$ cat config.mk
export PLATFORM = sky130hd
export DESIGN_NAME = pccc_cfg
export DESIGN_NICKNAME = d
export VERILOG_FILES = /design/src/design/pccc_pkg.sv /design/src/design/pccc_cfg.sv
export SDC_FILE = /design/constraint.sdc
export NUM_CORES = 1
export LEC_CHECK = 0
export BUFFER_PORTS_ARGS = -buffer_cell sky130_fd_sc_hd__buf_2
export CAP_MARGIN = 10
export CORE_ASPECT_RATIO = 0.7
export CORE_MARGIN = 4
export CORE_UTILIZATION = 35
export CTS_CLUSTER_SIZE = 16
export DETAILED_ROUTE_END_ITERATION = 6
export GPL_TIMING_DRIVEN = 0
export MAX_ROUTING_LAYER = met4
export PLACE_DENSITY = 0.56
export SLEW_MARGIN = 15
export SYNTH_ARGS = -nofsm -noshare
export SYNTH_HDL_FRONTEND = slang
export SYNTH_SLANG_ARGS = --single-unit
$ cat constraint.sdc
create_clock -name clk_i -period 11.3 [get_ports clk_i]
set_input_delay 1.13 -clock clk_i [delete_from_list [all_inputs] [get_ports clk_i]]
set_output_delay 1.13 -clock clk_i [all_outputs]
set_load 0.05 [all_outputs]
$ cat src/design/pccc_pkg.sv
// Shared types, constants and the neighbour-cell table of the periodic close-contact check.
// Used by the channel interfaces and by every module of the block; depends on nothing.
`timescale 1ns / 1ps
`default_nettype none

package pccc_pkg;

  // fixed field widths of the words on the ports
  localparam int unsigned IN_IDX_W   = 6;
  localparam int unsigned IN_COORD_W = 20;
  localparam int unsigned AN_W       = 8;
  localparam int unsigned CODE_W     = 4;
  localparam int unsigned COUNT_W    = 7;
  localparam int unsigned LIMIT_W    = 20;
  localparam int unsigned LIMIT_SQ_W = 2 * LIMIT_W;
  localparam int unsigned CFG_IDX_W  = 3;
  localparam int unsigned CFG_DATA_W = 20;

  // fixed point and squared-distance arithmetic
  localparam int unsigned FRAC_BITS = 10;
  localparam int unsigned DIST_W    = 46;
  localparam int unsigned HALF_W    = DIST_W / 2;
  localparam int unsigned SQ_W      = DIST_W + 1;
  localparam int unsigned SUM_W     = DIST_W + 2;
  localparam logic [DIST_W-1:0] DIST_MAX = {DIST_W{1'b1}};
  localparam logic [SUM_W-1:0]  ONE_SQ   = SUM_W'(1) << (2 * FRAC_BITS);

  // scan sequencing
  localparam int unsigned NUM_CODES  = 13;
  localparam int unsigned RESULT_MAX = 64;
  localparam int unsigned VEC_READS  = 6;
  localparam int unsigned VSEL_W     = 3;

  // defaults of the top-level parameters
  localparam int unsigned DEF_MAX_ATOMS   = 64;
  localparam int unsigned DEF_COORD_WIDTH = 20;

  typedef enum logic {
    FUNC_LOAD = 1'b0,
    FUNC_SCAN = 1'b1
  } func_e;

  typedef enum logic [CFG_IDX_W-1:0] {
    REG_CONTACT_LIMIT = 3'd0,
    REG_ATOM_COUNT    = 3'd1,
    REG_VEC_A_START   = 3'd2,
    REG_VEC_A_STOP    = 3'd3,
    REG_VEC_B_START   = 3'd4,
    REG_VEC_B_STOP    = 3'd5,
    REG_VEC_C_START   = 3'd6,
    REG_VEC_C_STOP    = 3'd7
  } cfg_reg_e;

  typedef enum logic [2:0] {
    ST_IDLE,
    ST_VEC,
    ST_ROW,
    ST_PAIR,
    ST_BAD,
    ST_DRAIN
  } st_e;

  typedef enum logic [1:0] {
    TOK_VEC,
    TOK_ROW,
    TOK_PAIR,
    TOK_BAD
  } tok_kind_e;

  // register state the sequencer needs
  typedef struct packed {
    logic [COUNT_W-1:0]                   count;
    logic [VEC_READS-1:0][IN_IDX_W-1:0]   vec_idx;
  } scan_cfg_t;

  // command from the sequencer to the datapath, one per cycle
  typedef struct packed {
    logic                  wr_en;
    logic [IN_IDX_W-1:0]   wr_idx;
    logic                  trans_clr;
    logic                  issue;
    tok_kind_e             kind;
    logic [IN_IDX_W-1:0]   rd_idx;
    logic signed [1:0]     coef;
    logic                  last;
    logic [IN_IDX_W-1:0]   row_idx;
  } dp_cmd_t;

  // status from the datapath back to the sequencer
  typedef struct packed {
    logic advance;
    logic busy;
  } dp_status_t;

  // lattice coefficients {a, b, c} per cell code, two bits each in two's complement
  localparam logic [5:0] COEF_TAB [16] = '{
    6'b01_00_00, 6'b01_01_00, 6'b00_01_00, 6'b11_01_00,
    6'b00_00_01, 6'b01_01_01, 6'b00_01_01, 6'b11_01_01,
    6'b01_00_01, 6'b11_00_01, 6'b01_11_01, 6'b00_11_01,
    6'b11_11_01, 6'b00_00_00, 6'b00_00_00, 6'b00_00_00
  };

  // coefficient of lattice vector k (0 = a, 1 = b, 2 = c) for a cell code
  function automatic logic signed [1:0] cell_coef(input logic [CODE_W-1:0] code,
                                                  input logic [1:0] k);
    logic [5:0] entry;
    entry = COEF_TAB[code];
    case (k)
      2'd0:    cell_coef = entry[5:4];
      2'd1:    cell_coef = entry[3:2];
      default: cell_coef = entry[1:0];
    endcase
  endfunction

endpackage

`default_nettype wire

$ cat src/design/pccc_cfg.sv
// Configuration register file: contact limit (kept squared), atom count and lattice indexes.
// Depends on pccc_pkg.
`timescale 1ns / 1ps
`default_nettype none

module pccc_cfg import pccc_pkg::*; #(
  parameter int unsigned MAX_ATOMS = DEF_MAX_ATOMS
) (
  input  logic                  clk_i,
  input  logic                  rst_ni,
  input  logic                  cfg_we_i,
  input  logic [CFG_IDX_W-1:0]  cfg_idx_i,
  input  logic [CFG_DATA_W-1:0] cfg_data_i,
  output scan_cfg_t             scan_cfg_o,
  output logic [LIMIT_SQ_W-1:0] limit_sq_o
);

  localparam int unsigned CNT_MAX = (MAX_ATOMS < RESULT_MAX) ? MAX_ATOMS : RESULT_MAX;
  localparam logic [COUNT_W-1:0] CNT_SAT = COUNT_W'(CNT_MAX);

  logic [LIMIT_W-1:0]                 limit_q;
  logic [LIMIT_SQ_W-1:0]              limit_sq_q;
  logic [COUNT_W-1:0]                 count_q;
  logic [VEC_READS-1:0][IN_IDX_W-1:0] vec_q;
  logic [COUNT_W-1:0]                 count_wr;

  // count saturates to what the store and the result space allow
  assign count_wr = (cfg_data_i[COUNT_W-1:0] > CNT_SAT) ? CNT_SAT : cfg_data_i[COUNT_W-1:0];

  // register writes
  always_ff @(posedge clk_i or negedge rst_ni) begin
    if (!rst_ni) begin
      limit_q <= '0;
      count_q <= COUNT_W'(1);
      vec_q   <= '0;
    end else if (cfg_we_i) begin
      unique case (cfg_reg_e'(cfg_idx_i))
        REG_CONTACT_LIMIT: limit_q  <= cfg_data_i[LIMIT_W-1:0];
        REG_ATOM_COUNT:    count_q  <= count_wr;
        REG_VEC_A_START:   vec_q[0] <= cfg_data_i[IN_IDX_W-1:0];
        REG_VEC_A_STOP:    vec_q[1] <= cfg_data_i[IN_IDX_W-1:0];
        REG_VEC_B_START:   vec_q[2] <= cfg_data_i[IN_IDX_W-1:0];
        REG_VEC_B_STOP:    vec_q[3] <= cfg_data_i[IN_IDX_W-1:0];
        REG_VEC_C_START:   vec_q[4] <= cfg_data_i[IN_IDX_W-1:0];
        REG_VEC_C_STOP:    vec_q[5] <= cfg_data_i[IN_IDX_W-1:0];
      endcase
    end
  end

  // squared limit, registered from the limit register
  always_ff @(posedge clk_i or negedge rst_ni) begin
    if (!rst_ni) begin
      limit_sq_q <= '0;
    end else begin
      limit_sq_q <= limit_q * limit_q;
    end
  end

  assign scan_cfg_o.count   = count_q;
  assign scan_cfg_o.vec_idx = vec_q;
  assign limit_sq_o         = limit_sq_q;

endmodule

`default_nettype wire

**Word level (Yosys, flattened, before mapping)**

Index checks and enable logic that the tools add are counted.

- $add $sub $neg: 0
- Multiplexer cells: 1
- Bitwise gates (word level): 0
- Order comparisons: 1
- Divide/modulo/power cells: 0
- Eq/ne operators: 7
- Multiply operators: 1
- Reduce and logical (&&, ||, !) cells: 9
- Shift-type cells: 0

Operator list:

| operator | number |
|---|---|
| multiplier 20 x 20 -> 40 bit | 1 |
| AND reduction 2 bit | 8 |
| == test 3 bit, second input constant | 4 |
| greater-than comparator 7 bit, second input constant | 1 |
| 2-to-1 mux 7 bit | 1 |
| == test 3 x 2 -> 1 bit, second input constant | 2 |
| == test 3 x 1 -> 1 bit, second input constant | 1 |
| logical NOT 3 bit | 1 |

- Flip-flop bits (word level): 103
- Input bits: 26
- Bits in latches: 0
- Memories: 0
- Memory bits (writable): 0
- Memory bits (read-only): 0

**Longest topological paths before layout**

- Depth after elaboration: 2
- Gate-level depth with buffers: 26
- Mapped depth without buffers: 25

**Worst setup path before layout**

Ideal clock, no wire load.

- Path kind: register to register
- Start point: register limit_q[4]
- End point: register limit_sq_q[33], in the netlist limit_sq_o[33]
- Data required time: 11165 ps
- Slack: 4861 ps
- Cell stages (with the launch flop): 24
- Path buffers: 2
- Library setup time: 135 ps
- Arrival time: 6304 ps
- Cell sequence: dfrtp_1 > clkbuf_1 > clkbuf_1 > and2_1 > fa_1 > fa_1 > inv_1 > fa_1 > inv_1 > fa_1 > fa_1 > fa_1 > inv_1 > fa_1 > inv_1 > ha_1 > and3_4 > and4_1 > o21ai_2 > o211ai_2 > a311o_2 > a31oi_1 > o31ai_1 > xor2_1

- Longest elaborated chain between the ends: 1

RTL lines:

| item | RTL line | text |
|---|---|---|
| start, declared | pccc_cfg.sv:21 | `logic [LIMIT_W-1:0] limit_q;` |
| start signal, assigned | pccc_cfg.sv:38 | `REG_CONTACT_LIMIT: limit_q <= cfg_data_i[LIMIT_W-1:0];` |
| multiplier 20 x 20 -> 40 bit | pccc_cfg.sv:55 | `limit_sq_q <= limit_q * limit_q;` |
| end signal, assigned | pccc_cfg.sv:55 |  |
| end, declared | pccc_cfg.sv:22 | `logic [LIMIT_SQ_W-1:0] limit_sq_q;` |

No other way between the ends.
A chain may end at the register's enable or synchronous reset.

**Worst setup path after layout**

- Start point: register limit_q[11]
- End point: register limit_sq_q[37], in the netlist limit_sq_o[37]

Same word-level chain as after synthesis.

==> out/summary.txt <==
Largest family of logic cells by synthesized area: adder cells
Routed Antenna Nets: 0
Crit. Startpoint: limit_q[11]
Number of synthesized flops with an enable pin: 0
Gate count after technology mapping: 1497
Syn Nets: 1953
Final setup TNS: 0 ps
FP Rows: 63
Hold Fails Final Rpt: 0
Top_reg_cell synth: dfrtp_1
Mapped Area: 15100 um^2
CTS tree: yes
Die Y: 182 um
Die ar.: 46500 um^2
Synth warn: 0
Relative slew slack: 36.3%
Avg Cell Area, Syn: 10.1 um^2
Slew at the pin closest to its max-slew limit: 956 ps
Worst Hold Class: reg -> reg
Mux cell area share after synthesis: 3.65%
Max_cap viols: 0
Fin nets: 2072
Reg2reg path depth: 24
Core area: 42400 um^2
Cts hold-fix bufs: 0
Worst EP required: 11580 ps
Area grow syn2layout: 10.4%
Min Tclk post-route: 8210 ps
Post-Synth Adder-Cell Area: 49.7%
Initial antenna violation count: 0
Pin count of the biggest net entering global routing: 53
CTS Sinks: 102
Critical Path Fanout Max: 10
RSZ-0062 raised after global routing: false
I/O pin total: 109
Setup crit end: limit_sq_o[37]
H-tree Lvls: 3
Fmax: 122 MHz
Overall Global Routing Usage: 18.8%
Sequential cell area fraction in the yosys report: 16.9%
PostCTS Resize Cnt: 0
First-pass GRT wire length: 65.2 mm
Buffers on Ports: 107
Ys async rst share: 100%
Crit path DAT: 8500 ps
Crit. End Element: flip-flop
GPL Wtd Cong: 0.889
Worst Clk Skew: 17.7 ps
WL met3: 2.03 mm
Pre-antenna DRT Iters: 4
Final slew viol count: 0
Synthesis-stage register bit count: 102
# DRC: 0
FILL cells: 4235
Share of cells above drive strength 1: 12.6%
Met1 WL: 19.2 mm
Simple logic cell fraction of the synthesized area: 10.5%
Grt ovf: 0
Die width: 256 um
Initial core utilization: 35.5%
CTS root buf: clkbuf_16
Post-CTS setup buffer count: 0
Yosys cell types: 72
Crit path max-delay cell type: clkbuf_1
Final wirelength: 40.8 mm
Slowest stage delay, CP: 730 ps
CP cell instances: clkbuf_1 -> clkbuf_1 -> nand2_1 -> inv_1 -> fa_1 -> fa_1 -> inv_1 -> fa_1 -> inv_1 -> fa_1 -> fa_1 -> fa_1 -> inv_1 -> fa_1 -> inv_1 -> ha_1 -> and3_4 -> and4_1 -> o21ai_2 -> o211ai_2 -> a311o_2 -> a31oi_1 -> o21ai_0 -> and4_1
Initial drt markers: 619
Clock transition at path regs: 80 ps
R2R setup slack: 3090 ps
Synth Area in XOR/XNOR: 2.96%
Hpwl dp: 33.8 mm
CTS buffer count: 9
Status: completed
Final setup violation count: 0
Tcrit/Tclk final: 72.7%
Post-synthesis compound-gate area fraction: 5.71%
Via count: 10500
Routed vias/inst: 4.83
DR top layer: met4
Clock buffer depth: 2
Critical path class: reg -> reg
R2r startpoint: limit_q[11]
RR Endpoint: limit_sq_o[37]
Crit start category: flip-flop
DR WL/cell: 18.8 um
Clock Latency Late Sink: 400 ps
Number of global-route vias before repair: 11400
Most used cell, CP: fa_1
Met2 wire len: 18.8 mm
## layer usage
metal | GRT usage [%] | vias to the layer above
met3 | 3.11 | 54
met4 | 4.30 | 0
met1 | 26.1 | 5387
met2 | 29.0 | 254
met5 | - | -
li1 | - | 4796
## placed cells by master, fill, tap and decap left out, drive strengths merged, types with 6 or more instances in the layout
master  count
a21o       15
a21oi      45
and2       69
buf       113
clkbuf     58
dfrtp     101
fa        279
ha        151
inv       359
mux2       48
nand2     152
nand2b      9
nand3      11
nand4       8
nor2       30
nor2b       9
nor3        7
o21a        6
o21ai      35
xnor2      36
xor2       15
## synth_stat cells (3+ instances only)
library cell	instances	area share [%]
ha_1	151	13
o21ai_1	3	0.10
clkbuf_1	48	1.2
dfrtp_1	101	17
nand3_1	11	0.37
xor2_1	15	0.87
nand4_1	6	0.25
nor2_1	29	0.72
nand2b_1	9	0.37
xnor2_1	36	2.1
nor2b_1	9	0.37
nor3_1	7	0.23
and2_1	69	2.9
o21a_1	6	0.30
a21oi_2	3	0.17
or2_2	4	0.17
a31oi_1	5	0.21
and3_1	4	0.17
fa_1	279	37
and4_1	3	0.17
mux2_2	48	3.6
a21o_1	13	0.65
o21ai_0	31	1.0
inv_1	356	8.9
buf_4	3	0.15
a21oi_1	42	1.4
or3_1	4	0.17
nand2_1	151	3.8
## worst min-delay path by stage
stage / start / to / slack (ps) / cells after the start
6_report: count_q[2] / count_q[2] / 480 / 2
5_1_grt: limit_q[0] / limit_sq_o[0] / 520 / 0
4_1_cts: count_q[2] / count_q[2] / 490 / 2
3_5_place_dp: count_q[2] / count_q[2] / 470 / 2
3_3_place_gp: count_q[2] / count_q[2] / 460 / 2
2_1_floorplan: limit_q[0] / limit_sq_o[0] / 400 / 0
## registers in the layout (all words and copies together), names as in the netlist
register,flops
scan_cfg_o,36
limit_q,20
limit_sq_o,39
count_q,7
## per-stage QoR
| stage | hold slack, ps | instances | instance area (um^2) | worst slack, ps | util, % |
|---|---|---|---|---|---|
| 6_report | 481 | 2174 | 16600 | 3090 | 39.2 |
| 5_1_grt | 517 | 2173 | 16600 | 2870 | 39.2 |
| 4_1_cts | 489 | 2173 | 16600 | 3170 | 39.2 |
| 3_5_place_dp | 469 | 2157 | 16300 | 3210 | 38.5 |
| 3_3_place_gp | 462 | 2156 | 16300 | 3260 | 38.4 |
| 2_1_floorplan | 404 | 1497 | 15100 | 4860 | - |
## area by class of cell
class	instances	area (um^2)	share of cell area (%)
plain buffers	54	239	1.44
flip-flops and latches	102	2550	15.4
well taps	552	691	4.15
repair buffers	108	569	3.42
diodes	1	2.50	0.0150
inverters	356	1340	8.03
multi-input cells	985	10900	65.8
clock buffers	9	225	1.35
clock inverters	7	77.6	0.466
## worst max-delay path: cells and delay by family (launching register included)
family                     cells  cell delay [ps]
adders and majority gates      8             3790
buffers and inverters          7             1680
AOI/OAI and AO/OA              5             1400
and+or+nand+nor                4              870
DFF                            1              330
## kinds of logic after synthesis
kind of cell	after synthesis
compound gates	131
xor+xnor	51
fa+ha+maj	432
buf+inv	410
flops	102
mux	49
other cells	1
simple gates	321
Power is left out: the tool's default activity adds up to more than one toggle a clock period on the data nets, which glitch-free logic cannot reach.
