[config.mk]
export PLATFORM = sky130hd
export DESIGN_NAME = pccc_ctrl
export DESIGN_NICKNAME = d
export VERILOG_FILES = /design/src/design/pccc_pkg.sv /design/src/design/pccc_ctrl.sv
export SDC_FILE = /design/constraint.sdc
export NUM_CORES = 1
export LEC_CHECK = 0
export ABC_AREA = 0
export BUFFER_PORTS_ARGS = -buffer_cell sky130_fd_sc_hd__buf_2
export CAP_MARGIN = 5
export CORE_ASPECT_RATIO = 1.1
export CORE_MARGIN = 2
export CORE_UTILIZATION = 44
export DETAILED_ROUTE_END_ITERATION = 8
export HOLD_SLACK_MARGIN = 0.05
export PLACE_DENSITY_LB_ADDON = 0.25
export SLEW_MARGIN = 15
export SYNTH_ARGS = -nofsm -noshare
export SYNTH_HDL_FRONTEND = slang
export SYNTH_SLANG_ARGS = --single-unit
[constraint.sdc]
create_clock -name clk_i -period 1.78 [get_ports clk_i]
set_clock_uncertainty 0.05 [all_clocks]
set_input_delay 0.267 -clock clk_i [delete_from_list [all_inputs] [get_ports clk_i]]
set_output_delay 0.267 -clock clk_i [all_outputs]
set_load 0.05 [all_outputs]
[src/design/pccc_pkg.sv]
// Shared types, constants and the neighbour-cell table of the periodic close-contact check.
// Used by the channel interfaces and by every module of the block; depends on nothing.
`timescale 1ns / 1ps
`default_nettype none

package pccc_pkg;

  // fixed field widths of the words on the ports
  localparam int unsigned IN_IDX_W   = 6;
  localparam int unsigned IN_COORD_W = 20;
  localparam int unsigned AN_W       = 8;
  localparam int unsigned CODE_W     = 4;
  localparam int unsigned COUNT_W    = 7;
  localparam int unsigned LIMIT_W    = 20;
  localparam int unsigned LIMIT_SQ_W = 2 * LIMIT_W;
  localparam int unsigned CFG_IDX_W  = 3;
  localparam int unsigned CFG_DATA_W = 20;

  // fixed point and squared-distance arithmetic
  localparam int unsigned FRAC_BITS = 10;
  localparam int unsigned DIST_W    = 46;
  localparam int unsigned HALF_W    = DIST_W / 2;
  localparam int unsigned SQ_W      = DIST_W + 1;
  localparam int unsigned SUM_W     = DIST_W + 2;
  localparam logic [DIST_W-1:0] DIST_MAX = {DIST_W{1'b1}};
  localparam logic [SUM_W-1:0]  ONE_SQ   = SUM_W'(1) << (2 * FRAC_BITS);

  // scan sequencing
  localparam int unsigned NUM_CODES  = 13;
  localparam int unsigned RESULT_MAX = 64;
  localparam int unsigned VEC_READS  = 6;
  localparam int unsigned VSEL_W     = 3;

  // defaults of the top-level parameters
  localparam int unsigned DEF_MAX_ATOMS   = 64;
  localparam int unsigned DEF_COORD_WIDTH = 20;

  typedef enum logic {
    FUNC_LOAD = 1'b0,
    FUNC_SCAN = 1'b1
  } func_e;

  typedef enum logic [CFG_IDX_W-1:0] {
    REG_CONTACT_LIMIT = 3'd0,
    REG_ATOM_COUNT    = 3'd1,
    REG_VEC_A_START   = 3'd2,
    REG_VEC_A_STOP    = 3'd3,
    REG_VEC_B_START   = 3'd4,
    REG_VEC_B_STOP    = 3'd5,
    REG_VEC_C_START   = 3'd6,
    REG_VEC_C_STOP    = 3'd7
  } cfg_reg_e;

  typedef enum logic [2:0] {
    ST_IDLE,
    ST_VEC,
    ST_ROW,
    ST_PAIR,
    ST_BAD,
    ST_DRAIN
  } st_e;

  typedef enum logic [1:0] {
    TOK_VEC,
    TOK_ROW,
    TOK_PAIR,
    TOK_BAD
  } tok_kind_e;

  // register state the sequencer needs
  typedef struct packed {
    logic [COUNT_W-1:0]                   count;
    logic [VEC_READS-1:0][IN_IDX_W-1:0]   vec_idx;
  } scan_cfg_t;

  // command from the sequencer to the datapath, one per cycle
  typedef struct packed {
    logic                  wr_en;
    logic [IN_IDX_W-1:0]   wr_idx;
    logic                  trans_clr;
    logic                  issue;
    tok_kind_e             kind;
    logic [IN_IDX_W-1:0]   rd_idx;
    logic signed [1:0]     coef;
    logic                  last;
    logic [IN_IDX_W-1:0]   row_idx;
  } dp_cmd_t;

  // status from the datapath back to the sequencer
  typedef struct packed {
    logic advance;
    logic busy;
  } dp_status_t;

  // lattice coefficients {a, b, c} per cell code, two bits each in two's complement
  localparam logic [5:0] COEF_TAB [16] = '{
    6'b01_00_00, 6'b01_01_00, 6'b00_01_00, 6'b11_01_00,
    6'b00_00_01, 6'b01_01_01, 6'b00_01_01, 6'b11_01_01,
    6'b01_00_01, 6'b11_00_01, 6'b01_11_01, 6'b00_11_01,
    6'b11_11_01, 6'b00_00_00, 6'b00_00_00, 6'b00_00_00
  };

  // coefficient of lattice vector k (0 = a, 1 = b, 2 = c) for a cell code
  function automatic logic signed [1:0] cell_coef(input logic [CODE_W-1:0] code,
                                                  input logic [1:0] k);
    logic [5:0] entry;
    entry = COEF_TAB[code];
    case (k)
      2'd0:    cell_coef = entry[5:4];
      2'd1:    cell_coef = entry[3:2];
      default: cell_coef = entry[1:0];
    endcase
  endfunction

endpackage

`default_nettype wire

[src/design/pccc_ctrl.sv]
// Scan sequencer: accepts input words and issues store reads for lattice vectors,
// the row atom and each pair. Depends on pccc_pkg.
`timescale 1ns / 1ps
`default_nettype none

module pccc_ctrl import pccc_pkg::*; (
  input  logic                clk_i,
  input  logic                rst_ni,
  input  logic                in_valid_i,
  input  logic                in_func_i,
  input  logic [IN_IDX_W-1:0] in_atom_index_i,
  input  logic [CODE_W-1:0]   in_cell_code_i,
  input  scan_cfg_t           scan_cfg_i,
  input  dp_status_t          status_i,
  output logic                in_ready_o,
  output dp_cmd_t             cmd_o
);

  st_e                 state_q, state_d;
  logic [VSEL_W-1:0]   vsel_q;
  logic [IN_IDX_W-1:0] j_q;
  logic [IN_IDX_W-1:0] row_q;
  logic [CODE_W-1:0]   code_q;

  logic              accept;
  logic              is_scan;
  logic              code_ok;
  logic              bad_row;
  logic              pair_last;
  logic              vec_last;
  logic signed [1:0] vcoef;

  assign in_ready_o = (state_q == ST_IDLE);
  assign accept     = in_valid_i && in_ready_o;
  assign is_scan    = (func_e'(in_func_i) == FUNC_SCAN);
  assign code_ok    = (in_cell_code_i < CODE_W'(NUM_CODES));
  assign bad_row    = ({1'b0, in_atom_index_i} >= scan_cfg_i.count);
  assign pair_last  = (({1'b0, j_q} + COUNT_W'(1)) == scan_cfg_i.count);
  assign vec_last   = (vsel_q == VSEL_W'(VEC_READS - 1));

  // start index enters negated, stop index as is
  assign vcoef = vsel_q[0] ? cell_coef(code_q, vsel_q[2:1]) : -cell_coef(code_q, vsel_q[2:1]);

  // next state
  always_comb begin
    state_d = state_q;
    unique case (state_q)
      ST_IDLE: begin
        if (accept && is_scan && code_ok) begin
          state_d = bad_row ? ST_BAD : ST_VEC;
        end
      end
      ST_VEC: begin
        if (status_i.advance && vec_last) begin
          state_d = ST_ROW;
        end
      end
      ST_ROW: begin
        if (status_i.advance) begin
          state_d = ST_PAIR;
        end
      end
      ST_PAIR: begin
        if (status_i.advance && pair_last) begin
          state_d = ST_DRAIN;
        end
      end
      ST_BAD: begin
        if (status_i.advance) begin
          state_d = ST_DRAIN;
        end
      end
      ST_DRAIN: begin
        if (!status_i.busy) begin
          state_d = ST_IDLE;
        end
      end
      default: state_d = ST_IDLE;
    endcase
  end

  // commands to the datapath
  always_comb begin
    cmd_o           = '0;
    cmd_o.kind      = TOK_PAIR;
    cmd_o.wr_idx    = in_atom_index_i;
    cmd_o.row_idx   = row_q;
    cmd_o.rd_idx    = row_q;
    unique case (state_q)
      ST_IDLE: begin
        cmd_o.wr_en     = accept && !is_scan;
        cmd_o.trans_clr = accept && is_scan && code_ok && !bad_row;
      end
      ST_VEC: begin
        cmd_o.issue  = status_i.advance;
        cmd_o.kind   = TOK_VEC;
        cmd_o.rd_idx = scan_cfg_i.vec_idx[vsel_q];
        cmd_o.coef   = vcoef;
      end
      ST_ROW: begin
        cmd_o.issue = status_i.advance;
        cmd_o.kind  = TOK_ROW;
      end
      ST_PAIR: begin
        cmd_o.issue  = status_i.advance;
        cmd_o.kind   = TOK_PAIR;
        cmd_o.rd_idx = j_q;
        cmd_o.last   = pair_last;
      end
      ST_BAD: begin
        cmd_o.issue = status_i.advance;
        cmd_o.kind  = TOK_BAD;
        cmd_o.last  = 1'b1;
      end
      ST_DRAIN: begin
        cmd_o.issue = 1'b0;
      end
      default: cmd_o.issue = 1'b0;
    endcase
  end

  // state and counters
  always_ff @(posedge clk_i or negedge rst_ni) begin
    if (!rst_ni) begin
      state_q <= ST_IDLE;
      vsel_q  <= '0;
      j_q     <= '0;
      row_q   <= '0;
      code_q  <= '0;
    end else begin
      state_q <= state_d;
      if (accept && is_scan) begin
        row_q  <= in_atom_index_i;
        code_q <= in_cell_code_i;
        vsel_q <= '0;
        j_q    <= '0;
      end
      if (state_q == ST_VEC && status_i.advance) begin
        vsel_q <= vsel_q + VSEL_W'(1);
      end
      if (state_q == ST_PAIR && status_i.advance) begin
        j_q <= j_q + IN_IDX_W'(1);
      end
    end
  end

`ifndef SYNTH
  a_ready_pipe_empty: assert property (@(posedge clk_i) disable iff (!rst_ni)
    in_ready_o |-> !status_i.busy)
    else $error("input taken while the pipeline still holds a scan");
  a_issue_on_advance: assert property (@(posedge clk_i) disable iff (!rst_ni)
    cmd_o.issue |-> status_i.advance)
    else $error("read issued while the pipeline is stalled");
  a_clr_starts_vec: assert property (@(posedge clk_i) disable iff (!rst_ni)
    cmd_o.trans_clr |=> state_q == ST_VEC)
    else $error("translation cleared without a lattice read phase");
`endif

endmodule

`default_nettype wire

---- After elaboration in Yosys (flattened, before gate mapping) ----
Memory sizes are Yosys's and may differ from the RTL's.
Index checks and enable logic that the tools add are counted.
storage, ports and cells
  logic and storage cells ................. 71
  output and inout bits ................... 27
  input port bits ......................... 59
  memories kept ........................... 1
  memory bits (read-only) ................. 96
  flip-flop bits (word level) ............. 22
cells by class
  reduce and logical (&&, ||, !) cells .... 17
  eq/ne operators ......................... 14
  mux-type cells .......................... 25
  $add $sub $neg .......................... 4
  bitwise gates (word level) .............. 1
  magnitude comparators ................... 4
memories
  memory            words  bits a word  rd ports  clocked after Yosys merged registers in  wr ports  line             text
  (name not given)  16     6            1         0                                        0         pccc_pkg.sv:107  entry = COEF_TAB[code];
operators with widths
  cell                                                        count
  2-to-1 mux 6 bit                                            5
  2-to-1 mux 3 bit                                            9
  binary-select mux 6 bit (select 3 bit)                      1
  one-hot mux 3 bit (6 select lines)                          1
  one-hot mux 6 bit (2 select lines)                          1
  inequality test 2 bit, second input constant                5
  == test 3 bit, second input constant                        3
  logical AND 1 bit                                           9
  adder 6 x 1 -> 7 bit, second input constant                 1
  == test 7 bit                                               1
  >= comparator 6 x 7 -> 1 bit                                1
  adder 6 x 1 -> 6 bit, second input constant                 1
  == test 3 x 2 -> 1 bit, second input constant               2
  one-hot mux 2 bit (3 select lines)                          1
  AND reduction 6 bit                                         1
  >= comparator 5 bit, second input constant                  1
  inverter 4 -> 5 bit                                         1
  less-than comparator 3 x 4 -> 1 bit, second input constant  1
  less-than comparator 4 bit, second input constant           1
  2-to-1 mux 2 bit                                            2
  one-hot mux 2 bit (2 select lines)                          1
  nonzero test 2 bit                                          2
  OR reduction 4 bit                                          1
  adder 3 x 1 -> 3 bit, second input constant                 1
  9 further kinds                                             12

---- Longest topological paths before layout ----
Gate-level depths: netlist of run 1.
  word-level depth ........................ 8
  mapped depth ............................ 8
  mapped depth without buffers ............ 7

---- Worst setup path before layout of run 1 ----
No wires, ideal clock.
  path kind ............................... register to output
  from .................................... register vsel_q[2]
  to ...................................... output port cmd_o[10] (netlist bit)
  data required time ...................... 1.463 ns
  path slack .............................. -0.943 ns
  arrival ................................. 2.406 ns
  stages on the path, launching flop included .. 8
  buffers on the path ..................... 2
  path through ............................ dfrtp_1 -> buf_2 -> nor2b_1 -> clkbuf_1 -> a221oi_1 -> nor3_1 -> a21oi_1 -> o21ai_0
RTL lines
  what                      line              text
  start: declaration        pccc_ctrl.sv:20   logic [VSEL_W-1:0] vsel_q;
  start signal: assignment  pccc_ctrl.sv:139  vsel_q <= vsel_q + VSEL_W'(1);
  end: declaration          pccc_ctrl.sv:16   output dp_cmd_t cmd_o

==> flow_summary.yaml, run 1 <==
clock_network:
  htree_levels: 1
  worstSkewPairLatency_ps: 270
  cts_sinks: 22
  max-clock-path-buffers: 2
  clk_transition_reported_paths_ps: 100
  clock-root-buffer: "sky130_fd_sc_hd__clkbuf_8"
  cts_buffers: 3
  cts_tree: "built"
cells_and_area:
  num_antenna_cells: 0
  areaGrowthSynthToFinish_pct: 72.3
  final_common_cell: "sky130_fd_sc_hd__buf_2"
  fin_area_um2: 3550
  post_route_cells_drive_above_1_share_pct: 59.7
  final-instance-count-excl-fill: 436
  seqCellArea_um2: 559
  final_nets: 449
  multiInputGateArea_um2: 1750
  mostFrequentLayoutCells: "70 x sky130_fd_sc_hd__buf_2, 49 x sky130_fd_sc_hd__buf_4, 40 x sky130_fd_sc_hd__nand2_1"
  filler_cell_count: 310
job:
  maxCapViolations: 0
min_path:
  worst_hold_path_type: "in -> reg"
  worstHoldPathCells: 3
power_and_ir_drop:
  vdd_ir_drop_max_uv: 1400
  sequentialPowerShare_pct: 16.7
  power.total_w: 0.00597
  p_int_w: 0.00301
  clock_power_share_pct: 8.3
  power_frac_comb_pct: 75.0
  sw_frac_of_total_pct: 49.6
  power-per-cell-area_nw_per_um2: 1680
  netSwitchingPower_w: 0.00296
  p_leak_nw: 1.66
synth:
  ys_warn_count: 0
  postSynthRegisterBits: 22
  async_flop_share_pct: 100
  synthesis.area_um2: 2060
  netlist.top_cell.by_area: "sky130_fd_sc_hd__dfrtp_1"
  synthDominantCellAreaShare_pct: 26.7
  syn_avg_cell_area_um2: 8.05
  syn-num-nets: 324
  top_ff_cell_synth: "sky130_fd_sc_hd__dfrtp_1"
  synth_cell_type_count: 52
  ys_top_cells_by_area: "sky130_fd_sc_hd__dfrtp_1 27%, sky130_fd_sc_hd__nand2_1 7.3%, sky130_fd_sc_hd__mux2_2 6.6%"
  synthesis.instances: 256
  proportion_of_synthesized_chip_area_in_sequential_cells_pct: 26.7
  synth_enable_flop_cells: 0
detailed_routing:
  remaining_drc_errors: 0
  drt-vias-per-instance: 5.63
  routed_wl_per_cell_um: 16.5
  dr.pass1.iters: 4
  detailroute.via_count: 2455
  wirelength_mm: 7.19
  first_iter_violations: 135
  detail-route-antenna-nets: 0
floorplan:
  num_rows: 26
  starting_utilization_of_the_core_area_pct: 44.9
  die_height_um: 75.8
  core_um2: 4590
  dieWidth_um: 69.3
  pin_count: 86
  design.die.area_um2: 5250
worst_setup_path:
  r2r-start: "j_q[3]$_DFFE_PN0P_"
  critical_path.endpoint: "cmd_o[6]"
  worst_ep_required_time_ps: 1460
  worstPathMaxFanout: 4
  start_kind: "register"
  critical_path_class: "reg -> out"
  r2r_setup_slack_ps: -90
  arr_time_crit_path_ps: 2040
  regToRegEndpoint: "state_q[1]$_DFFE_PN0P_"
  rr_worst_depth: 7
  timing.critical_path.to_type: "output pin"
  crit_start: "j_q[1]$_DFFE_PN0P_"
global_route:
  grt_util_all_layers_pct: 24.8
  grt_antenna_before_repair: 0
  grt-ovfl-total: 0
  grt_first_pass_wirelength_mm: 10.4
  first_global_vias: 2249
  grt_max_degree: 23
timing:
  worstMarginPinSlew_ps: 546
  setup_ws_ps: -582
  rsz_0062_raised_after_global_routing: "true"
  setup_total_negative_slack_ps: -4850
  slew_viol_final: 0
  post-route-min-period_ps: 2360
  maxSlewHeadroom_pct: 63.6
  timing.fmax_mhz: 423
  final-hold-violation-count: 0
  setup_viol: 15
  finalCritPeriodShare_pct: 133
run_status:
  status: "finished with violations"
  failed_checks: "setup timing"
place:
  number_of_cells_in_the_design_after_placement: 421
  placedInstanceArea_um2: 3000
  port_buffers: 85
  gp_congestion: 0.910
  dpl_hpwl_mm: 5.02
  dp_slack_ps: -374
## how the worst min path moves through the flow
stage | endpoint | slack, ps | start
after floorplan | code_q[0]$_DFFE_PN0P_ | -80 | rst_ni
after global placement | row_q[1]$_DFFE_PN0P_ | 220 | rst_ni
after detailed placement | row_q[4]$_DFFE_PN0P_ | 230 | rst_ni
after CTS | code_q[3]$_DFFE_PN0P_ | 140 | in_cell_code_i[3]
after global routing | code_q[1]$_DFFE_PN0P_ | 150 | in_cell_code_i[1]
final | code_q[2]$_DFFE_PN0P_ | 140 | in_cell_code_i[2]
## power by group through the flow
stage / clock network (W) / registers [W] / logic, W
CTS: 0.000499 / 0.000959 / 0.00408
global placement: 0 / 0.000935 / 0.00355
global route: 0.000514 / 0.00103 / 0.00473
finish: 0.000493 / 0.000998 / 0.00448
detailed placement: 0 / 0.000948 / 0.00360
floorplan: 0 / 0.00109 / 0.00250
## cells in the mapped netlist, types with 7 or more instances
library cell	number
sky130_fd_sc_hd__a21oi_1	10
sky130_fd_sc_hd__a221oi_1	12
sky130_fd_sc_hd__buf_4	7
sky130_fd_sc_hd__clkbuf_1	11
sky130_fd_sc_hd__dfrtp_1	22
sky130_fd_sc_hd__ha_1	9
sky130_fd_sc_hd__inv_1	14
sky130_fd_sc_hd__mux2_2	12
sky130_fd_sc_hd__nand2_1	40
sky130_fd_sc_hd__nand3_1	9
sky130_fd_sc_hd__nor2_1	9
sky130_fd_sc_hd__nor3_1	9
sky130_fd_sc_hd__o21ai_0	21
sky130_fd_sc_hd__xnor2_1	8
## cell families (layout without fill, tap and decap cells)
logic type / after synthesis / in the layout / share of synthesized area (%)
AO/OA/AOI/OAI: 69 / 69 / 23.8
XOR/XNOR: 13 / 13 / 6.19
adder cells (fa/ha/maj): 9 / 9 / 5.46
AND/OR/NAND/NOR: 92 / 92 / 22.0
multiplexers: 13 / 13 / 7.04
flip-flops: 22 / 22 / 26.7
buffers and inverters: 38 / 162 / 8.80
## per-layer routing
| layer | part of all wire, % | GRT usage [%] |
|---|---|---|
| met1 | 38 | 27.7 |
| met2 | 55 | 50.3 |
| met3 | 5.1 | 3.04 |
| met4 | 1.1 | 6.54 |
| met5 | 0 | 0 |
## final cells by class
cell class | count | share of cell area [%]
tap | 56 | 1.97
clock buffer | 3 | 1.16
timing repair buffer | 144 | 29.3
clock inverter | 1 | 0.846
inverter | 14 | 1.66
sequential | 22 | 15.8
multi-input combinational | 196 | 49.3
## worst max-delay path, cell delays in order (launching register included)
cell and delay [ps]:
sky130_fd_sc_hd__dfrtp_2 460, sky130_fd_sc_hd__buf_6 130, sky130_fd_sc_hd__nand4_1 180, sky130_fd_sc_hd__nor3_4 70, sky130_fd_sc_hd__or4_4 440, sky130_fd_sc_hd__a31oi_4 150, sky130_fd_sc_hd__a32o_2 200, sky130_fd_sc_hd__buf_8 140
## state kept, by name (all words and copies together) (netlist names)
name and flops:
state_q 3, row_q 6, code_q 4, vsel_q 3
j_q 6
## what timing repair did
| action | in CTS | in global routing |
|---|---|---|
| endpoints found under the hold margin | 22 | 0 |
| endpoints found under the setup margin | 18 | 19 |
| pin swaps | 17 | 18 |
| buffers inserted | 4 | 6 |
| gates resized for setup | 65 | 31 |
| hold buffers | 1 | 0 |
## stage by stage
stage          hold WS [ps]  utilization, %
3_3_place_gp            225            65.4
5_1_grt                 151            77.4
2_1_floorplan         -78.6               -
4_1_cts                 139            72.9
3_5_place_dp            227            65.4
6_report                139            77.4
No activity file was read; power rests on OpenSTA's default activity.
==> run 2: changes to the inputs <==
ABC_AREA = 1   (was 0)
==> flow_summary.yaml, run 2 <==
run_status:
  status: "finished with violations"
  failed_checks: "setup timing"
timing:
  maxSlewHeadroom_pct: 63.8
  slew_viol_final: 0
  final-hold-violation-count: 0
  timing.fmax_mhz: 461
  post-route-min-period_ps: 2170
  rsz_0062_raised_after_global_routing: "true"
  finalCritPeriodShare_pct: 122
  setup_ws_ps: -391
  worstMarginPinSlew_ps: 542
  setup_total_negative_slack_ps: -3130
  setup_viol: 17
worst_setup_path:
  critical_path.endpoint: "cmd_o[6]"
  crit_start: "j_q[0]$_DFFE_PN0P_"
  timing.critical_path.cells: "ha_4, nand2_1, o21ai_1, nand2_1, nand2_1, nand3_1, nor2_2, nand3_2, nand2_4, buf_8"
  start_kind: "register"
  worst_path_largest_cell_delay_ps: 400
  timing.critical_path.to_type: "output pin"
  regToRegEndpoint: "state_q[0]$_DFFE_PN0P_"
  r2r-start: "j_q[1]$_DFFE_PN0P_"
  rr_worst_depth: 15
  arr_time_crit_path_ps: 1850
  worst_ep_required_time_ps: 1460
  r2r_setup_slack_ps: -160
  critical_path_class: "reg -> out"
  slowest_stage: "sky130_fd_sc_hd__dfrtp_1"
  path_common_cell: "sky130_fd_sc_hd__nand2_1"
  worstPathMaxFanout: 4
cells_and_area:
  num_antenna_cells: 0
  post_route_cells_drive_above_1_share_pct: 50.3
  mostFrequentLayoutCells: "73 x sky130_fd_sc_hd__nand2_1, 71 x sky130_fd_sc_hd__buf_2, 47 x sky130_fd_sc_hd__buf_4"
  filler_cell_count: 291
  largest_registers: "j_q (6), row_q (6), code_q (4)"
  final_nets: 510
  final_common_cell: "sky130_fd_sc_hd__nand2_1"
  final-instance-count-excl-fill: 495
  areaGrowthSynthToFinish_pct: 67.2
clock_network:
  htree_levels: 1
  cts_tree: "built"
  clk_transition_reported_paths_ps: 90
  clock-root-buffer: "sky130_fd_sc_hd__clkbuf_8"
  worstSkewPairLatency_ps: 280
  max-clock-path-buffers: 2
  cts_sinks: 22
  cts_buffers: 3
job:
  maxCapViolations: 0
synth:
  proportion_of_synthesized_chip_area_in_sequential_cells_pct: 27.3
  async_flop_share_pct: 100
  top_ff_cell_synth: "sky130_fd_sc_hd__dfrtp_1"
  netlist.top_cell.by_area: "sky130_fd_sc_hd__dfrtp_1"
  dominant_combinational_cell_family_by_area_after_synthesis: "simple AND/OR/NAND/NOR gates"
  synth_cell_type_count: 35
  synthDominantCellAreaShare_pct: 27.3
  yosys.area_share.adder_pct: 5.59
  synth-compound-area-share_pct: 16.2
  synthesis.instances: 304
  postSynthRegisterBits: 22
  synth_enable_flop_cells: 0
  synthesis.area_um2: 2020
  yosys-mux-area-fraction_pct: 2.79
  synth_commonest_cells: "82 x sky130_fd_sc_hd__nand2_1, 32 x sky130_fd_sc_hd__inv_1, 27 x sky130_fd_sc_hd__nand3_1, 27 x sky130_fd_sc_hd__nor2_1, 25 x sky130_fd_sc_hd__a21oi_1"
  ys_top_cells_by_area: "sky130_fd_sc_hd__dfrtp_1 27%, sky130_fd_sc_hd__nand2_1 15%, sky130_fd_sc_hd__nand3_1 6.7%"
  simple_gate_share_of_the_synthesized_area_pct: 36.6
  yosys.cell_count.top_type: "sky130_fd_sc_hd__nand2_1"
  ys_warn_count: 0
  synth_xor_area_share_pct: 0.435
  syn_avg_cell_area_um2: 6.63
  syn-num-nets: 372
floorplan:
  dieWidth_um: 68.5
  design.die.area_um2: 5140
  die_height_um: 75.0
  core_um2: 4350
  pin_count: 86
  starting_utilization_of_the_core_area_pct: 46.4
  num_rows: 25
place:
  number_of_cells_in_the_design_after_placement: 471
  port_buffers: 85
  dpl_hpwl_mm: 5.10
  gp_congestion: 0.839
global_route:
  grt_util_all_layers_pct: 27.6
  grt_antenna_before_repair: 0
  grt_first_pass_wirelength_mm: 10.4
  grt_max_degree: 23
  grt-ovfl-total: 0
  first_global_vias: 2407
detailed_routing:
  detail-route-antenna-nets: 0
  remaining_drc_errors: 0
  detailroute.via_count: 2585
  routed_wl_per_cell_um: 14.4
  wirelength_mm: 7.14
  dr.pass1.iters: 4
  drt-vias-per-instance: 5.22
  first_iter_violations: 145
power_and_ir_drop:
  power.total_w: 0.00636
  power-per-cell-area_nw_per_um2: 1890
  p_leak_nw: 1.69
  vdd_ir_drop_max_uv: 1810
min_path:
  worst_hold_path_type: "in -> reg"
  hold_path.startpoint: "in_atom_index_i[1]"
run 2: cell count changes in the layout (fill, tap and decap cells not counted), moves of 8 or more:
cell                       change
sky130_fd_sc_hd__nand4_1      +11
sky130_fd_sc_hd__a21oi_1      +16
sky130_fd_sc_hd__nor2_1        +9
sky130_fd_sc_hd__nand2_1      +33
sky130_fd_sc_hd__nand3_1       +8
sky130_fd_sc_hd__nor2_2        +8
sky130_fd_sc_hd__a221oi_2      -8
sky130_fd_sc_hd__inv_2         +8
sky130_fd_sc_hd__inv_1        +15
sky130_fd_sc_hd__nand3_2      +10
run 2: worst min-delay path by stage:
| stage | cells past startpoint | endpoint | slack, ps |
|---|---|---|---|
| 3_5_place_dp | 1 | row_q[1]$_DFFE_PN0P_ | 220 |
| 2_1_floorplan | 0 | code_q[0]$_DFFE_PN0P_ | -80 |
| 5_1_grt | 2 | row_q[1]$_DFFE_PN0P_ | 210 |
| 3_3_place_gp | 1 | code_q[1]$_DFFE_PN0P_ | 220 |
| 4_1_cts | 2 | row_q[1]$_DFFE_PN0P_ | 210 |
| 6_report | 2 | row_q[1]$_DFFE_PN0P_ | 210 |
run 2: cell families after synthesis:
family | after synthesis
AO/OA/AOI/OAI | 56
XOR/XNOR | 1
adder cells (fa/ha/maj) | 9
buffers and inverters | 51
flip-flops | 22
multiplexers | 5
AND/OR/NAND/NOR | 160
run 2: metal layers:
metal / vias up / track usage, % / share of wire [%]
met2: 99 / 50.6 / 50
met4: 0 / 12.4 / 2.3
met1: 1187 / 31.4 / 42
met5: - / 0 / 0
met3: 15 / 3.29 / 5.6
li1: 1284 / - / -
run 2: critical path: cells and delay by family (launching register included):
family                     cells  cell delay [ps]
DFF                            1              400
adders and majority gates      1              150
buffers and inverters          1              140
AOI/OAI and AO/OA              1              210
and+or+nand+nor                7              670
run 2: where the power goes:
group	switching [W]	leakage (nW)	internal (W)
combinational	0.00305	1.39	0.00203
sequential	0.000196	0.274	0.000705
clock	0.000181	0.0288	0.000198
total	0.00343	1.69	0.00293
run 2: timing repair:
| action | CTS | global route |
|---|---|---|
| endpoints found under the setup margin | 17 | 20 |
| cloned | 2 | 0 |
| hold buffers | 1 | 0 |
| hold endpoints to repair | 22 | 0 |
| resized for setup | 63 | 33 |
| setup buffers | 12 | 6 |
| pin swaps | 14 | 26 |
run 2: area by class of cell:
class / count / area, um2 / area share (%)
Tap cell: 54 / 67.6 / 2.00
Sequential cell: 22 / 554 / 16.4
Inverter: 39 / 161 / 4.79
Timing Repair Buffer: 144 / 1010 / 30.1
Timing Repair inverter: 1 / 6.26 / 0.186
Multi-Input combinational cell: 231 / 1510 / 44.8
Clock buffer: 4 / 55.1 / 1.63
run 2: stage by stage:
stage | area, um2 | setup slack, ps | hold WS, ps | util [%]
floorplan | 2120 | -191 | -78.6 | -
global placement | 2840 | -146 | 216 | 65.3
global route | 3370 | -545 | 213 | 77.5
CTS | 3210 | -387 | 207 | 73.9
detailed placement | 2840 | -210 | 219 | 65.3
finish | 3370 | -391 | 211 | 77.5
==> run 3: changes to the inputs <==
CORE_UTILIZATION = 48   (was 44)
clock period = 2.3 ns   (was 1.78 ns; I/O delays follow)
==> flow_summary.yaml, run 3 (synthesized netlist as in run 2, its figures left out) <==
run_status:
  status: "finished, final reports clean"
clock_network:
  cts_buffers: 3
  cts_sinks: 22
  max-clock-path-buffers: 2
  cts_tree: "built"
  htree_levels: 1
  clk_transition_reported_paths_ps: 90
  worstSkewPairLatency_ps: 270
  clock-root-buffer: "sky130_fd_sc_hd__clkbuf_8"
cells_and_area:
  areaGrowthSynthToFinish_pct: 31.2
  filler_cell_count: 385
  final_common_cell: "sky130_fd_sc_hd__nand2_1"
  post_route_cells_drive_above_1_share_pct: 33.7
  mostFrequentLayoutCells: "82 x sky130_fd_sc_hd__nand2_1, 78 x sky130_fd_sc_hd__buf_2, 31 x sky130_fd_sc_hd__inv_1"
  largest_registers: "j_q (6), row_q (6), code_q (4)"
  final_nets: 461
  multiInputGateArea_um2: 1260
  num_antenna_cells: 0
  seqCellArea_um2: 554
  fin_area_um2: 2640
min_path:
  worst_hold_path_type: "in -> reg"
detailed_routing:
  met1_length_mm: 2.47
  detail-route-antenna-nets: 0
  dr.pass1.iters: 5
  routed.top_layer: "met4"
  drt-vias-per-instance: 5.28
  routed_wl_per_cell_um: 13.4
  detailroute.via_count: 2346
  remaining_drc_errors: 0
  detailroute.wirelength.met2_mm: 2.87
  met3_length_um: 456
  wirelength_mm: 5.94
  first_iter_violations: 89
power_and_ir_drop:
  power_frac_comb_pct: 71.4
  sw_frac_of_total_pct: 57.0
  vdd_ir_drop_max_uv: 1350
  sequentialPowerShare_pct: 18.9
  p_int_w: 0.00165
  netSwitchingPower_w: 0.00218
  clock_power_share_pct: 9.7
  p_leak_nw: 1.37
  power-per-cell-area_nw_per_um2: 1450
job:
  maxCapViolations: 0
global_route:
  grt_first_pass_wirelength_mm: 9.15
  first_global_vias: 2121
  grt_max_degree: 23
  grt_antenna_before_repair: 0
  grt_util_all_layers_pct: 24.6
  grt-ovfl-total: 0
timing:
  post-route-min-period_ps: 2280
  setup_viol: 0
  finalCritPeriodShare_pct: 99.1
  slew_viol_final: 0
  worstMarginPinSlew_ps: 524
  final-hold-violation-count: 0
  timing.fmax_mhz: 439
  setup_total_negative_slack_ps: 0
  rsz_0062_raised_after_global_routing: "true"
  maxSlewHeadroom_pct: 65.1
  finalHoldWorstSlack_ps: 294
worst_setup_path:
  worstPathMaxFanout: 7
  arr_time_crit_path_ps: 1880
  start_kind: "register"
  critical_path_class: "reg -> out"
  r2r_setup_slack_ps: 420
  timing.critical_path.to_type: "output pin"
  worst_ep_required_time_ps: 1900
floorplan:
  die_height_um: 72.0
  design.die.area_um2: 4730
  dieWidth_um: 65.8
  pin_count: 86
  starting_utilization_of_the_core_area_pct: 50.5
  core_um2: 3990
  num_rows: 24
place:
  port_buffers: 85
  placedInstanceArea_um2: 2480
  gp_congestion: 0.917
  dpl_hpwl_mm: 4.76
## run 3: critical path, cell delays in order (launching register included)
cell	delay, ps
sky130_fd_sc_hd__dfrtp_2	470
sky130_fd_sc_hd__ha_4	290
sky130_fd_sc_hd__inv_2	30
sky130_fd_sc_hd__nand2_1	50
sky130_fd_sc_hd__nand2_1	50
sky130_fd_sc_hd__nor2_1	90
sky130_fd_sc_hd__nand2_1	50
sky130_fd_sc_hd__nor2_1	100
sky130_fd_sc_hd__nand2_1	80
sky130_fd_sc_hd__nor2_2	90
sky130_fd_sc_hd__nand3_1	70
sky130_fd_sc_hd__nand2_1	80
sky130_fd_sc_hd__buf_6	160
## run 3: power by group through the flow
| stage | logic, W | clock network (W) | registers (W) |
|---|---|---|---|
| 3_5_place_dp | 0.00257 | 0 | 0.000720 |
| 2_1_floorplan | 0.00179 | 0 | 0.000869 |
| 5_1_grt | 0.00296 | 0.000382 | 0.000743 |
| 3_3_place_gp | 0.00253 | 0 | 0.000708 |
| 4_1_cts | 0.00265 | 0.000368 | 0.000723 |
| 6_report | 0.00274 | 0.000371 | 0.000725 |
## run 3: timing repair
item | 4_1_cts | 5_1_grt
hold endpoints to repair | 22 | 0
setup buffers | 0 | 4
hold buffers | 1 | 0
setup endpoints to repair | 6 | 9
pin swaps | 0 | 2
resized for setup | 11 | 7
## run 3: worst paths after layout
check	startpoint	to	cells past startpoint
max reg2reg	j_q[0]$_DFFE_PN0P_	state_q[1]$_DFFE_PN0P_	14
min reg2reg	row_q[0]$_DFFE_PN0P_	row_q[0]$_DFFE_PN0P_	2
max in group asynchronous	rst_ni	vsel_q[2]$_DFFE_PN0P_	2
min	in_atom_index_i[1]	row_q[1]$_DFFE_PN0P_	2
min in group asynchronous	rst_ni	j_q[2]$_DFFE_PN0P_	2
max	j_q[0]$_DFFE_PN0P_	cmd_o[6]	12
## run 3: area by class of cell
type / instances / share of cell area, %
Inverter: 39 / 5.77
Timing Repair Buffer: 96 / 20.3
Tap cell: 52 / 2.46
Clock inverter: 1 / 1.14
Multi-Input combinational cell: 231 / 47.8
Sequential cell: 22 / 21.0
Clock buffer: 3 / 1.56
## run 3: metal layers
metal	vias to the layer above	track usage, %
met5	-	0
met3	10	3.57
met4	0	9.03
met2	97	44.2
li1	1186	-
met1	1053	29.7
## run 3: stage by stage
stage	instances	setup WS (ps)	util [%]	power (W)
2_1_floorplan	304	0.479	-	0.00266
3_3_place_gp	435	242	62.1	0.00324
3_5_place_dp	435	201	62.1	0.00329
4_1_cts	440	14.6	65.1	0.00374
5_1_grt	444	-140	66.2	0.00409
6_report	444	21.8	66.2	0.00383
